==> config.mk <==
export PLATFORM = sky130hd
export DESIGN_NAME = fixed_radius_neighbor_degrees
export DESIGN_NICKNAME = d
export VERILOG_FILES = /design/src/frnd_pkg.sv /design/src/frnd_sqdist.sv /design/src/fixed_radius_neighbor_degrees.sv
export VERILOG_INCLUDE_DIRS = /design/src /design/src/src
export SDC_FILE = /design/constraint.sdc
export NUM_CORES = 2
export LEC_CHECK = 0
export ABC_AREA = 1
export BUFFER_PORTS_ARGS = -buffer_cell sky130_fd_sc_hd__buf_2
export CORE_UTILIZATION = 38
export CTS_CLUSTER_SIZE = 40
export DETAILED_ROUTE_END_ITERATION = 8
export GPL_TIMING_DRIVEN = 0
export PLACE_DENSITY = 0.58
export SLEW_MARGIN = 0
export SYNTH_ARGS = -nofsm -noshare
export SYNTH_HDL_FRONTEND = slang
export SYNTH_SLANG_ARGS = --single-unit
==> constraint.sdc <==
create_clock -name aclk -period 9.9 [get_ports aclk]
set_clock_uncertainty 0.2 [all_clocks]
set_input_delay 0.99 -clock aclk [delete_from_list [all_inputs] [get_ports aclk]]
set_output_delay 0.99 -clock aclk [all_outputs]
set_load 0.005 [all_outputs]
==> src/assert_macros.svh <==
// Assertion macros shared by the RTL of the neighbor degree block.
// Depends on nothing; included by modules that carry assertions.
`ifndef ASSERT_MACROS_SVH
`define ASSERT_MACROS_SVH
`define ASSERT_CLK(label, prop, msg) \
    label: assert property (@(posedge aclk) disable iff (!aresetn) prop) else $error(msg);
`define ASSERT_NEVER(label, expr, msg) \
    label: assert property (@(posedge aclk) disable iff (!aresetn) !(expr)) else $error(msg);
`endif

==> src/frnd_pkg.sv <==
`timescale 1ns / 1ps
// Package of the neighbor degree block: sizes, sequencer states, shared types.
// Depends on nothing.
package frnd_pkg;
    localparam int MaxPoints = 64;
    localparam int IdxW = $clog2(MaxPoints);
    localparam int CntW = $clog2(MaxPoints + 1);
    localparam int CoordW = 11;
    localparam int DegW = 6;
    localparam int LinkW = 11;
    localparam int SqW = 2 * CoordW + 1;
    localparam logic [CoordW-1:0] RangeReset = 11'd30;

    typedef enum logic [9:0] {
        ST_LOAD  = 10'b0000000001,
        ST_SORTI = 10'b0000000010,
        ST_SORTC = 10'b0000000100,
        ST_SORTK = 10'b0000001000,
        ST_SWPI  = 10'b0000010000,
        ST_SWPJ  = 10'b0000100000,
        ST_DIST  = 10'b0001000000,
        ST_SWPL  = 10'b0010000000,
        ST_OUTR  = 10'b0100000000,
        ST_OUTV  = 10'b1000000000
    } state_t;

    typedef struct packed {
        logic [CoordW-1:0] a;
        logic [CoordW-1:0] b;
    } diff_req_t;
endpackage

==> src/frnd_sqdist.sv <==
`timescale 1ns / 1ps
// Shared distance unit: one registered square and sum of two coordinate gaps.
// Depends on frnd_pkg.
module frnd_sqdist import frnd_pkg::*; (
    input  logic              aclk,
    input  logic [CoordW-1:0] dx,
    input  logic [CoordW-1:0] dy,
    output logic [SqW-1:0]    dist_sq
);
    logic [SqW-1:0] dist_sq_reg;

    always_ff @(posedge aclk) begin
        dist_sq_reg <= SqW'(dx) * SqW'(dx) + SqW'(dy) * SqW'(dy);
    end

    assign dist_sq = dist_sq_reg;
endmodule

==> src/fixed_radius_neighbor_degrees.sv <==
`timescale 1ns / 1ps
// Top level of the neighbor degree block: point store, sort, sweep, result stream.
// Depends on frnd_pkg, frnd_sqdist and assert_macros.svh.
//
//   channel | ports                         | role
//   s_      | pos_x, pos_y, last_point      | one point per beat
//   m_      | sorted_x ... last_result      | one sorted point per beat
//   apb     | psel .. prdata                | radius register at address 0
//
// Points may be taken back to back while s_ready is high.
// Sorting is an insertion sort on x: each key is read, then larger points are shifted up past it.
// Each sweep row examines pairs until the x gap exceeds the range or the points run out.
// Each result beat is held while m_ready is low.
// The store has a single registered read port, and the distance unit is shared.
// Reset is synchronous; s_ready is low from the last point until the final beat.
`include "assert_macros.svh"
module fixed_radius_neighbor_degrees import frnd_pkg::*; (
    input  logic              aclk,
    input  logic              aresetn,
    input  logic              psel,
    input  logic              penable,
    input  logic              pwrite,
    input  logic [1:0]        paddr,
    input  logic [31:0]       pwdata,
    output logic [31:0]       prdata,
    output logic              pready,
    input  logic              s_valid,
    output logic              s_ready,
    input  logic [CoordW-1:0] s_pos_x,
    input  logic [CoordW-1:0] s_pos_y,
    input  logic              s_last_point,
    output logic              m_valid,
    input  logic              m_ready,
    output logic [CoordW-1:0] m_sorted_x,
    output logic [CoordW-1:0] m_sorted_y,
    output logic [DegW-1:0]   m_point_degree,
    output logic [LinkW-1:0]  m_link_total,
    output logic [DegW-1:0]   m_max_degree,
    output logic              m_overflowed,
    output logic              m_last_result
);
    logic [CoordW-1:0] range_reg;
    state_t            state_reg;
    logic [CoordW-1:0] xs [MaxPoints];
    logic [CoordW-1:0] ys [MaxPoints];
    logic [DegW-1:0]   degs [MaxPoints];
    logic [CntW-1:0]   count_reg;
    logic              ovf_reg;
    logic [LinkW-1:0]  link_reg;
    logic [DegW-1:0]   dmax_reg;
    logic [CntW-1:0]   i_reg;
    logic [CntW-1:0]   j_reg;
    logic [CoordW-1:0] kx_reg, ky_reg;
    logic [CoordW-1:0] xi_reg, yi_reg;
    logic [DegW-1:0]   di_reg;
    logic [IdxW-1:0]   rd_addr;
    logic [CoordW-1:0] rd_x_reg, rd_y_reg;
    logic [DegW-1:0]   deg_rd_reg;
    logic [CoordW-1:0] dx, dy;
    logic [SqW-1:0]    dist_sq;
    logic [SqW-1:0]    r2;
    logic              wr_cfg;
    logic              take;
    diff_req_t         dreq;

    assign pready = 1'b1;
    assign prdata = {{(32-CoordW){1'b0}}, range_reg};
    assign wr_cfg = psel && penable && pwrite && (paddr == 2'd0);
    assign s_ready = (state_reg == ST_LOAD);
    assign take = s_valid && s_ready;
    assign r2 = SqW'(range_reg) * SqW'(range_reg);

    assign dreq.a = rd_x_reg;
    assign dreq.b = xi_reg;
    assign dx = dreq.a - dreq.b;
    assign dy = (yi_reg >= rd_y_reg) ? yi_reg - rd_y_reg : rd_y_reg - yi_reg;

    frnd_sqdist u_sq (.aclk(aclk), .dx(dx), .dy(dy), .dist_sq(dist_sq));

    always_comb begin
        unique case (state_reg)
            ST_SORTK: rd_addr = i_reg[IdxW-1:0] - 1'b1;
            ST_SORTC: rd_addr = j_reg[IdxW-1:0] - IdxW'(2);
            ST_SWPL:  rd_addr = i_reg[IdxW-1:0] + 1'b1;
            ST_SWPJ:  rd_addr = j_reg[IdxW-1:0];
            ST_DIST:  rd_addr = j_reg[IdxW-1:0] + 1'b1;
            default:  rd_addr = i_reg[IdxW-1:0];
        endcase
    end

    always_ff @(posedge aclk) begin
        rd_x_reg   <= xs[rd_addr];
        rd_y_reg   <= ys[rd_addr];
        deg_rd_reg <= degs[rd_addr];
    end

    always_ff @(posedge aclk) begin
        if (!aresetn) begin
            range_reg <= RangeReset;
        end else if (wr_cfg) begin
            range_reg <= pwdata[CoordW-1:0];
        end
    end

    always_ff @(posedge aclk) begin
        if (!aresetn) begin
            state_reg <= ST_LOAD;
            count_reg <= '0;
            ovf_reg   <= 1'b0;
            link_reg  <= '0;
            dmax_reg  <= '0;
            i_reg     <= '0;
            j_reg     <= '0;
            m_valid   <= 1'b0;
        end else begin
            unique case (state_reg)
                ST_LOAD: begin
                    if (take) begin
                        if (count_reg < CntW'(MaxPoints)) begin
                            xs[count_reg[IdxW-1:0]]   <= s_pos_x;
                            ys[count_reg[IdxW-1:0]]   <= s_pos_y;
                            degs[count_reg[IdxW-1:0]] <= '0;
                            count_reg <= count_reg + 1'b1;
                        end else begin
                            ovf_reg <= 1'b1;
                        end
                        if (s_last_point) begin
                            i_reg     <= CntW'(1);
                            state_reg <= ST_SORTI;
                        end
                    end
                end
                ST_SORTI: begin
                    if (i_reg >= count_reg) begin
                        link_reg  <= '0;
                        dmax_reg  <= '0;
                        i_reg     <= '0;
                        state_reg <= ST_SWPI;
                    end else begin
                        state_reg <= ST_SORTK;
                    end
                end
                ST_SORTK: begin
                    kx_reg    <= rd_x_reg;
                    ky_reg    <= rd_y_reg;
                    j_reg     <= i_reg;
                    state_reg <= ST_SORTC;
                end
                ST_SORTC: begin
                    if (j_reg != '0 && rd_x_reg > kx_reg) begin
                        xs[j_reg[IdxW-1:0]] <= rd_x_reg;
                        ys[j_reg[IdxW-1:0]] <= rd_y_reg;
                        j_reg <= j_reg - 1'b1;
                    end else begin
                        xs[j_reg[IdxW-1:0]] <= kx_reg;
                        ys[j_reg[IdxW-1:0]] <= ky_reg;
                        i_reg     <= i_reg + 1'b1;
                        state_reg <= ST_SORTI;
                    end
                end
                ST_SWPI: begin
                    if (i_reg >= count_reg) begin
                        i_reg     <= '0;
                        state_reg <= ST_OUTR;
                    end else begin
                        state_reg <= ST_SWPL;
                    end
                end
                ST_SWPL: begin
                    xi_reg    <= rd_x_reg;
                    yi_reg    <= rd_y_reg;
                    di_reg    <= deg_rd_reg;
                    j_reg     <= i_reg + 1'b1;
                    state_reg <= ST_SWPJ;
                end
                ST_SWPJ: begin
                    if (j_reg >= count_reg || dx > range_reg) begin
                        degs[i_reg[IdxW-1:0]] <= di_reg;
                        if (di_reg > dmax_reg) begin
                            dmax_reg <= di_reg;
                        end
                        i_reg     <= i_reg + 1'b1;
                        state_reg <= ST_SWPI;
                    end else begin
                        state_reg <= ST_DIST;
                    end
                end
                ST_DIST: begin
                    if (dist_sq <= r2) begin
                        link_reg <= link_reg + 1'b1;
                        di_reg   <= di_reg + 1'b1;
                        degs[j_reg[IdxW-1:0]] <= deg_rd_reg + 1'b1;
                    end
                    j_reg     <= j_reg + 1'b1;
                    state_reg <= ST_SWPJ;
                end
                ST_OUTR: begin
                    state_reg <= ST_OUTV;
                end
                ST_OUTV: begin
                    if (!m_valid) begin
                        m_valid        <= 1'b1;
                        m_sorted_x     <= rd_x_reg;
                        m_sorted_y     <= rd_y_reg;
                        m_point_degree <= deg_rd_reg;
                        m_link_total   <= link_reg;
                        m_max_degree   <= dmax_reg;
                        m_overflowed   <= ovf_reg;
                        m_last_result  <= (i_reg + 1'b1 == count_reg);
                    end else if (m_ready) begin
                        m_valid <= 1'b0;
                        if (m_last_result) begin
                            count_reg <= '0;
                            ovf_reg   <= 1'b0;
                            state_reg <= ST_LOAD;
                        end else begin
                            i_reg     <= i_reg + 1'b1;
                            state_reg <= ST_OUTR;
                        end
                    end
                end
                default: state_reg <= ST_LOAD;
            endcase
        end
    end

    `ASSERT_NEVER(a_ready_busy, s_ready && m_valid, "input open while results pending")
    `ASSERT_NEVER(a_count_cap, count_reg > CntW'(MaxPoints), "point count beyond store")
    `ASSERT_CLK(a_last_ends, (m_valid && m_ready && m_last_result) |=> s_ready,
                "block did not return to load after final beat")
endmodule
# After elaboration in Yosys (flattened, before gate mapping)
# Memory sizes are Yosys's and may differ from the RTL's. A register that Yosys moved wholly into a read port is not among the register bits.
# Cells that the tools add are included.
# word_totals
in_bits	64
output_inout_bits	82
mem_count	3
wordCells	192
ram_bits	1792
regBits	181
# op_classes
reduce_logical	31
order_cmp	8
mul	3
bitwise_logic	3
add_sub_neg	15
eq_ne	26
n_mux	81
# memory_table
memory	depth	width	rd	rd_ports_with_merged_regs	write_ports	line_no	text
xs	64	11	1	1	1	fixed_radius_neighbor_degrees.sv:44	logic [CoordW-1:0] xs [MaxPoints];
ys	64	11	1	1	1	fixed_radius_neighbor_degrees.sv:45	logic [CoordW-1:0] ys [MaxPoints];
degs	64	6	1	1	1	fixed_radius_neighbor_degrees.sv:46	logic [DegW-1:0] degs [MaxPoints];
# op_table
cell	count
two-way mux 7 bit	15
case mux 10 bit (9 select lines)	1
two-way mux 11 bit	7
multiplier 11 x 11 -> 22 bit	3
two-way mux 6 bit	10
two-way mux 10 bit	5
case mux 7 bit (5 select lines)	1
subtractor 11 bit	3
two-way mux 1 bit	32
case mux 6 bit (5 select lines)	1
case mux 7 bit (4 select lines)	1
adder 6 x 1 -> 6 bit (second input constant)	4
case mux 6 bit (2 select lines)	2
adder 22 x 22 -> 23 bit	1
<= comparator 23 x 22 -> 1 bit	1
greater-than comparator 11 bit	2
inequality test 2 bit (second input constant)	11
case mux 11 bit (2 select lines)	1
OR reduction 11 bit	2
adder 7 x 1 -> 7 bit (second input constant)	3
two-way mux 9 bit	2
>= comparator 7 bit	2
case mux 7 bit (2 select lines)	1
AND reduction 6 bit	2
37 further kinds	54

# Depth between registers and ports, before layout
# logic_depth
depth_word	10
ltp_mapped	39
ltp_nobuf	38

# Hierarchy
# Synthesis repeated with hierarchy kept, for this count alone.
# unflattened
cells_unflattened	9795
hier_area_um2	101361.0
# by_module_without_submodules
module	cells_each	seq_area_each_um2	instances	area_each_um2
fixed_radius_neighbor_degrees	8862	58506.1	1	93753.7
frnd_sqdist	933	460.4	1	7607.3

# Worst setup path before layout
# Ideal clock, no wire load.
# synth_timing
path_type	register to register
start	reg range_reg[5]
end	mem degs[0][3], data pin
stages_incl_launch_ff	30
slack_ps	317
setup_time_ps	730
synth_period_minus_slack_ps	9583
required_time_ps	8970
arrival_ps	8654
path_buffers	2
cell_sequence	dfxtp_1 > clkbuf_1 > nand2_1 > fa_1 > inv_1 > fa_1 > inv_1 > fa_1 > inv_1 > fa_1 > inv_1 > fa_1 > inv_1 > ha_1 > a21oi_1 > inv_1 > a21oi_1 > nor2_1 > a311o_1 > nand3_1 > nand2_1 > xor2_1 > ha_1 > nand2_1 > nor4_1 > nand4_1 > nand2_1 > nand2_1 > clkbuf_1 > o32ai_1
# synth_via
elab_chain_cells	9
word_cells_on_any_way	16
classes_between	mul (1); order compare (2); mux (10); reduce/logical (3)
# synth_lines
item	line_no	text
start, declared	fixed_radius_neighbor_degrees.sv:42	logic [CoordW-1:0] range_reg;
start signal, assigned	fixed_radius_neighbor_degrees.sv:99	range_reg <= RangeReset;
start signal, assigned	fixed_radius_neighbor_degrees.sv:101	range_reg <= pwdata[CoordW-1:0];
parallel branches: the longest is 8 deep, another holds <= comparator 23 x 22 -> 1 bit	n/a	
two-way mux 6 bit (no line) *	n/a	
end, declared	fixed_radius_neighbor_degrees.sv:46	
# Every way passes the cells marked *.

# Worst setup path after layout
# layout_timing
start	reg range_reg[8]
end	mem degs[3][4] (enable)
# layout_via
elab_chain_cells	9
word_cells_on_any_way	18
classes_between	mul (1); order compare (2); mux (12); reduce/logical (3)
# layout_lines
item
parallel branches: the longest is 9 deep, another holds <= comparator 23 x 22 -> 1 bit
# Several ways; the timed one is not identified.

==> results_dict.tcl <==
set metrics [dict create \
    top_usage_layer "met2" \
    drt-initial-drc-count 9286 \
    io_pins 146 \
    rsz0062_at_grt "true" \
    routabilityCongestion 0.9979 \
    ys_top_cells_by_area "edfxtp_1 56%, nand3_1 9.9%, inv_1 5.9%, nand2_1 5.5%, nand3b_1 5.0%" \
    io_buffers 101 \
    initial_utilization 0.3832 \
    cts_htree_levels 4 \
    fmax_mhz 105.1 \
    antenna_found_initial 24 \
    synth_top_area_share 0.5623 \
    root_buffer "clkbuf_16" \
    yosysTopAreaCell "edfxtp_1" \
    gr-usage-all-layers 0.2498 \
    dp_hpwl_um 252100 \
    nNetsFinal 10681 \
    maxCapViolCount 1 \
    grt_first_pass_wirelength_um 483600 \
    maxSlewViolCount 6 \
    seq_area_frac_synth 0.5846 \
    slew_headroom -0.01657 \
    die_w_um 517.2 \
    cp_max_fo 10 \
    synth_edf_count 1889 \
    grt-ovfl-total 0 \
    dieArea_um2 267500 \
    grt_max_degree 65 \
    synthFlopType "edfxtp_1" \
    critPathMaxStageDelay_ps 550 \
    drc 0 \
    netlist_instances 9695 \
    preCtsSetupSlack_ps -340.6 \
    clock_path_buffers 3 \
    hold_viol 0 \
    syn-cell-area_um2 100900 \
    grt_pass1_vias 70994 \
    clk_latency_ps 880 \
    cp-start-kind "register" \
    synth_seq_cells 2001 \
    worst_pin_slew_ps 1509 \
    dr_total_vias 74669 \
    hp-class "in -> reg" \
    postLayoutCellArea_um2 115100 \
    cp-end-kind "register" \
    grt_use_met1 0.3425 \
    yosys_warnings 0 \
    cts_tree "yes" \
    ys_types 61 \
    min_period_over_period 0.9607 \
    drive_gt1_frac 0.1024 \
    wirelength_um 338600 \
    worstPathArrival_ps 9820 \
    clkSinkCount 2001 \
    cp.required_ps 10210 \
    routed_via_density 5.397 \
    violations "capacitance limit, slew limit" \
    core_um2 263200 \
    cpMaxStageDelayCell "nor2_2" \
    layout_setup_ws_ps 389.0 \
    clk_pin_slew_ps 70 \
    die_h_um 517.2 \
    status "complete, but fails checks" \
    met2_usage 0.3844 \
    wl_per_cell_um 24.48 \
    setup_viol 0 \
    use_met3 0.05056 \
    cts_hold_buf 0 \
    dr.pass1.iters 7 \
    synth_common_cells "1990 x nand3_1, 1889 x edfxtp_1, 1573 x inv_1" \
    synth_most_common_cell "nand3_1" \
    placed_area_um2 108200 \
    final_util 0.4372 \
    rows 188 \
    final_antenna_net_count 0 \
    synth.avg_cell_area_um2 10.40 \
    setup.worst_path.class "reg -> reg" \
    async_reset_ff_frac 0 \
    area_growth_pct 14.08 \
    min_period_ps 9511 \
    cts_made_buffers 208 \
]
==> cell usage in the layout, fill, tap and decap left out, types with 28 or more instances in the layout <==
cell / instances
a21oi_1: 150
ha_1: 251
buf_2: 388
xor2_1: 64
clkinv_1: 46
nand4_1: 38
buf_8: 51
clkbuf_1: 252
nand3b_1: 672
fa_1: 233
nor2_1: 199
o21ai_0: 121
clkbuf_16: 209
clkinv_2: 41
nor2_2: 123
nand3_1: 1985
dfxtp_1: 112
edfxtp_1: 1889
inv_1: 1561
nor3_1: 28
nand2_1: 1466
buf_1: 28
buf_4: 45
==> per-layer routing <==
| layer | wire (um) | part of all wire |
|---|---|---|
| met1 | 140900 | 0.42 |
| met3 | 33450 | 0.099 |
| met5 | 111 | 0.00033 |
| met2 | 149000 | 0.44 |
| met4 | 15180 | 0.045 |
==> cells by family after synthesis <==
| logic type | Yosys count | synth area share |
|---|---|---|
| and+or+nand+nor | 4583 | 0.2232 |
| buffers and inverters | 2153 | 0.08561 |
| DFF | 2001 | 0.5846 |
| adders and majority gates | 484 | 0.07737 |
| AOI/OAI and AO/OA | 379 | 0.02110 |
| xor gates and xnor gates | 93 | 0.008075 |
| other | 2 | 0.00007445 |
==> worst max-delay path: cells and delay by family, from the launching register on <==
kind,cells,cell delay (ps)
adders and majority gates,7,3140
and+or+nand+nor,10,2900
buffers and inverters,7,1130
AOI/OAI and AO/OA,5,1070
DFF,1,490
xor gates and xnor gates,1,180
==> path summary, 6_finish.rpt <==
| kind | cells past startpoint | end | start | slack, ps |
|---|---|---|---|---|
| max | 30 | degs[3][4]$_DFFE_PP_ | range_reg[8]$_SDFFE_PN0P_ | 390 |
| min | 3 | range_reg[2]$_SDFFE_PN1P_ | pwdata[2] | 130 |
| max reg2reg | 30 | degs[3][4]$_DFFE_PP_ | range_reg[8]$_SDFFE_PN0P_ | 390 |
| min reg2reg | 0 | m_max_degree[5]$_DFFE_PP_ | dmax_reg[5]$_SDFFE_PN0P_ | 230 |
==> area by class of cell <==
class / instances / area (um2)
timing repair buffer: 206 / 2474
tap: 3515 / 4398
inverter: 1589 / 5988
sequential: 2001 / 58970
clock inverter: 117 / 1032
buffer: 564 / 2671
fill: 24607 / 148100
clock buffer: 266 / 5494
antenna: 13 / 32.53
multi-input combinational: 5563 / 34020
==> timing repair <==
action | 4_1_cts | 5_1_grt
endpoints found under the hold margin | 0 | 0
resized for setup | 7 | 99
setup buffers | 0 | 1
cloned | 0 | 0
setup endpoints to repair | 372 | 391
pin swaps | 0 | 1
==> per-stage QoR <==
step,hold slack [ps],setup TNS [ps],instances
6_report,134.9,0,13834
5_1_grt,127.5,-2124,13822
4_1_cts,80.74,0,13820
3_5_place_dp,219.1,-42550,13437
3_3_place_gp,215.5,-1780790,13333
2_1_floorplan,208.2,0,9717
Power is not shown: default switching activity piles up to over one toggle a cycle in this logic, so the estimate is an artifact.
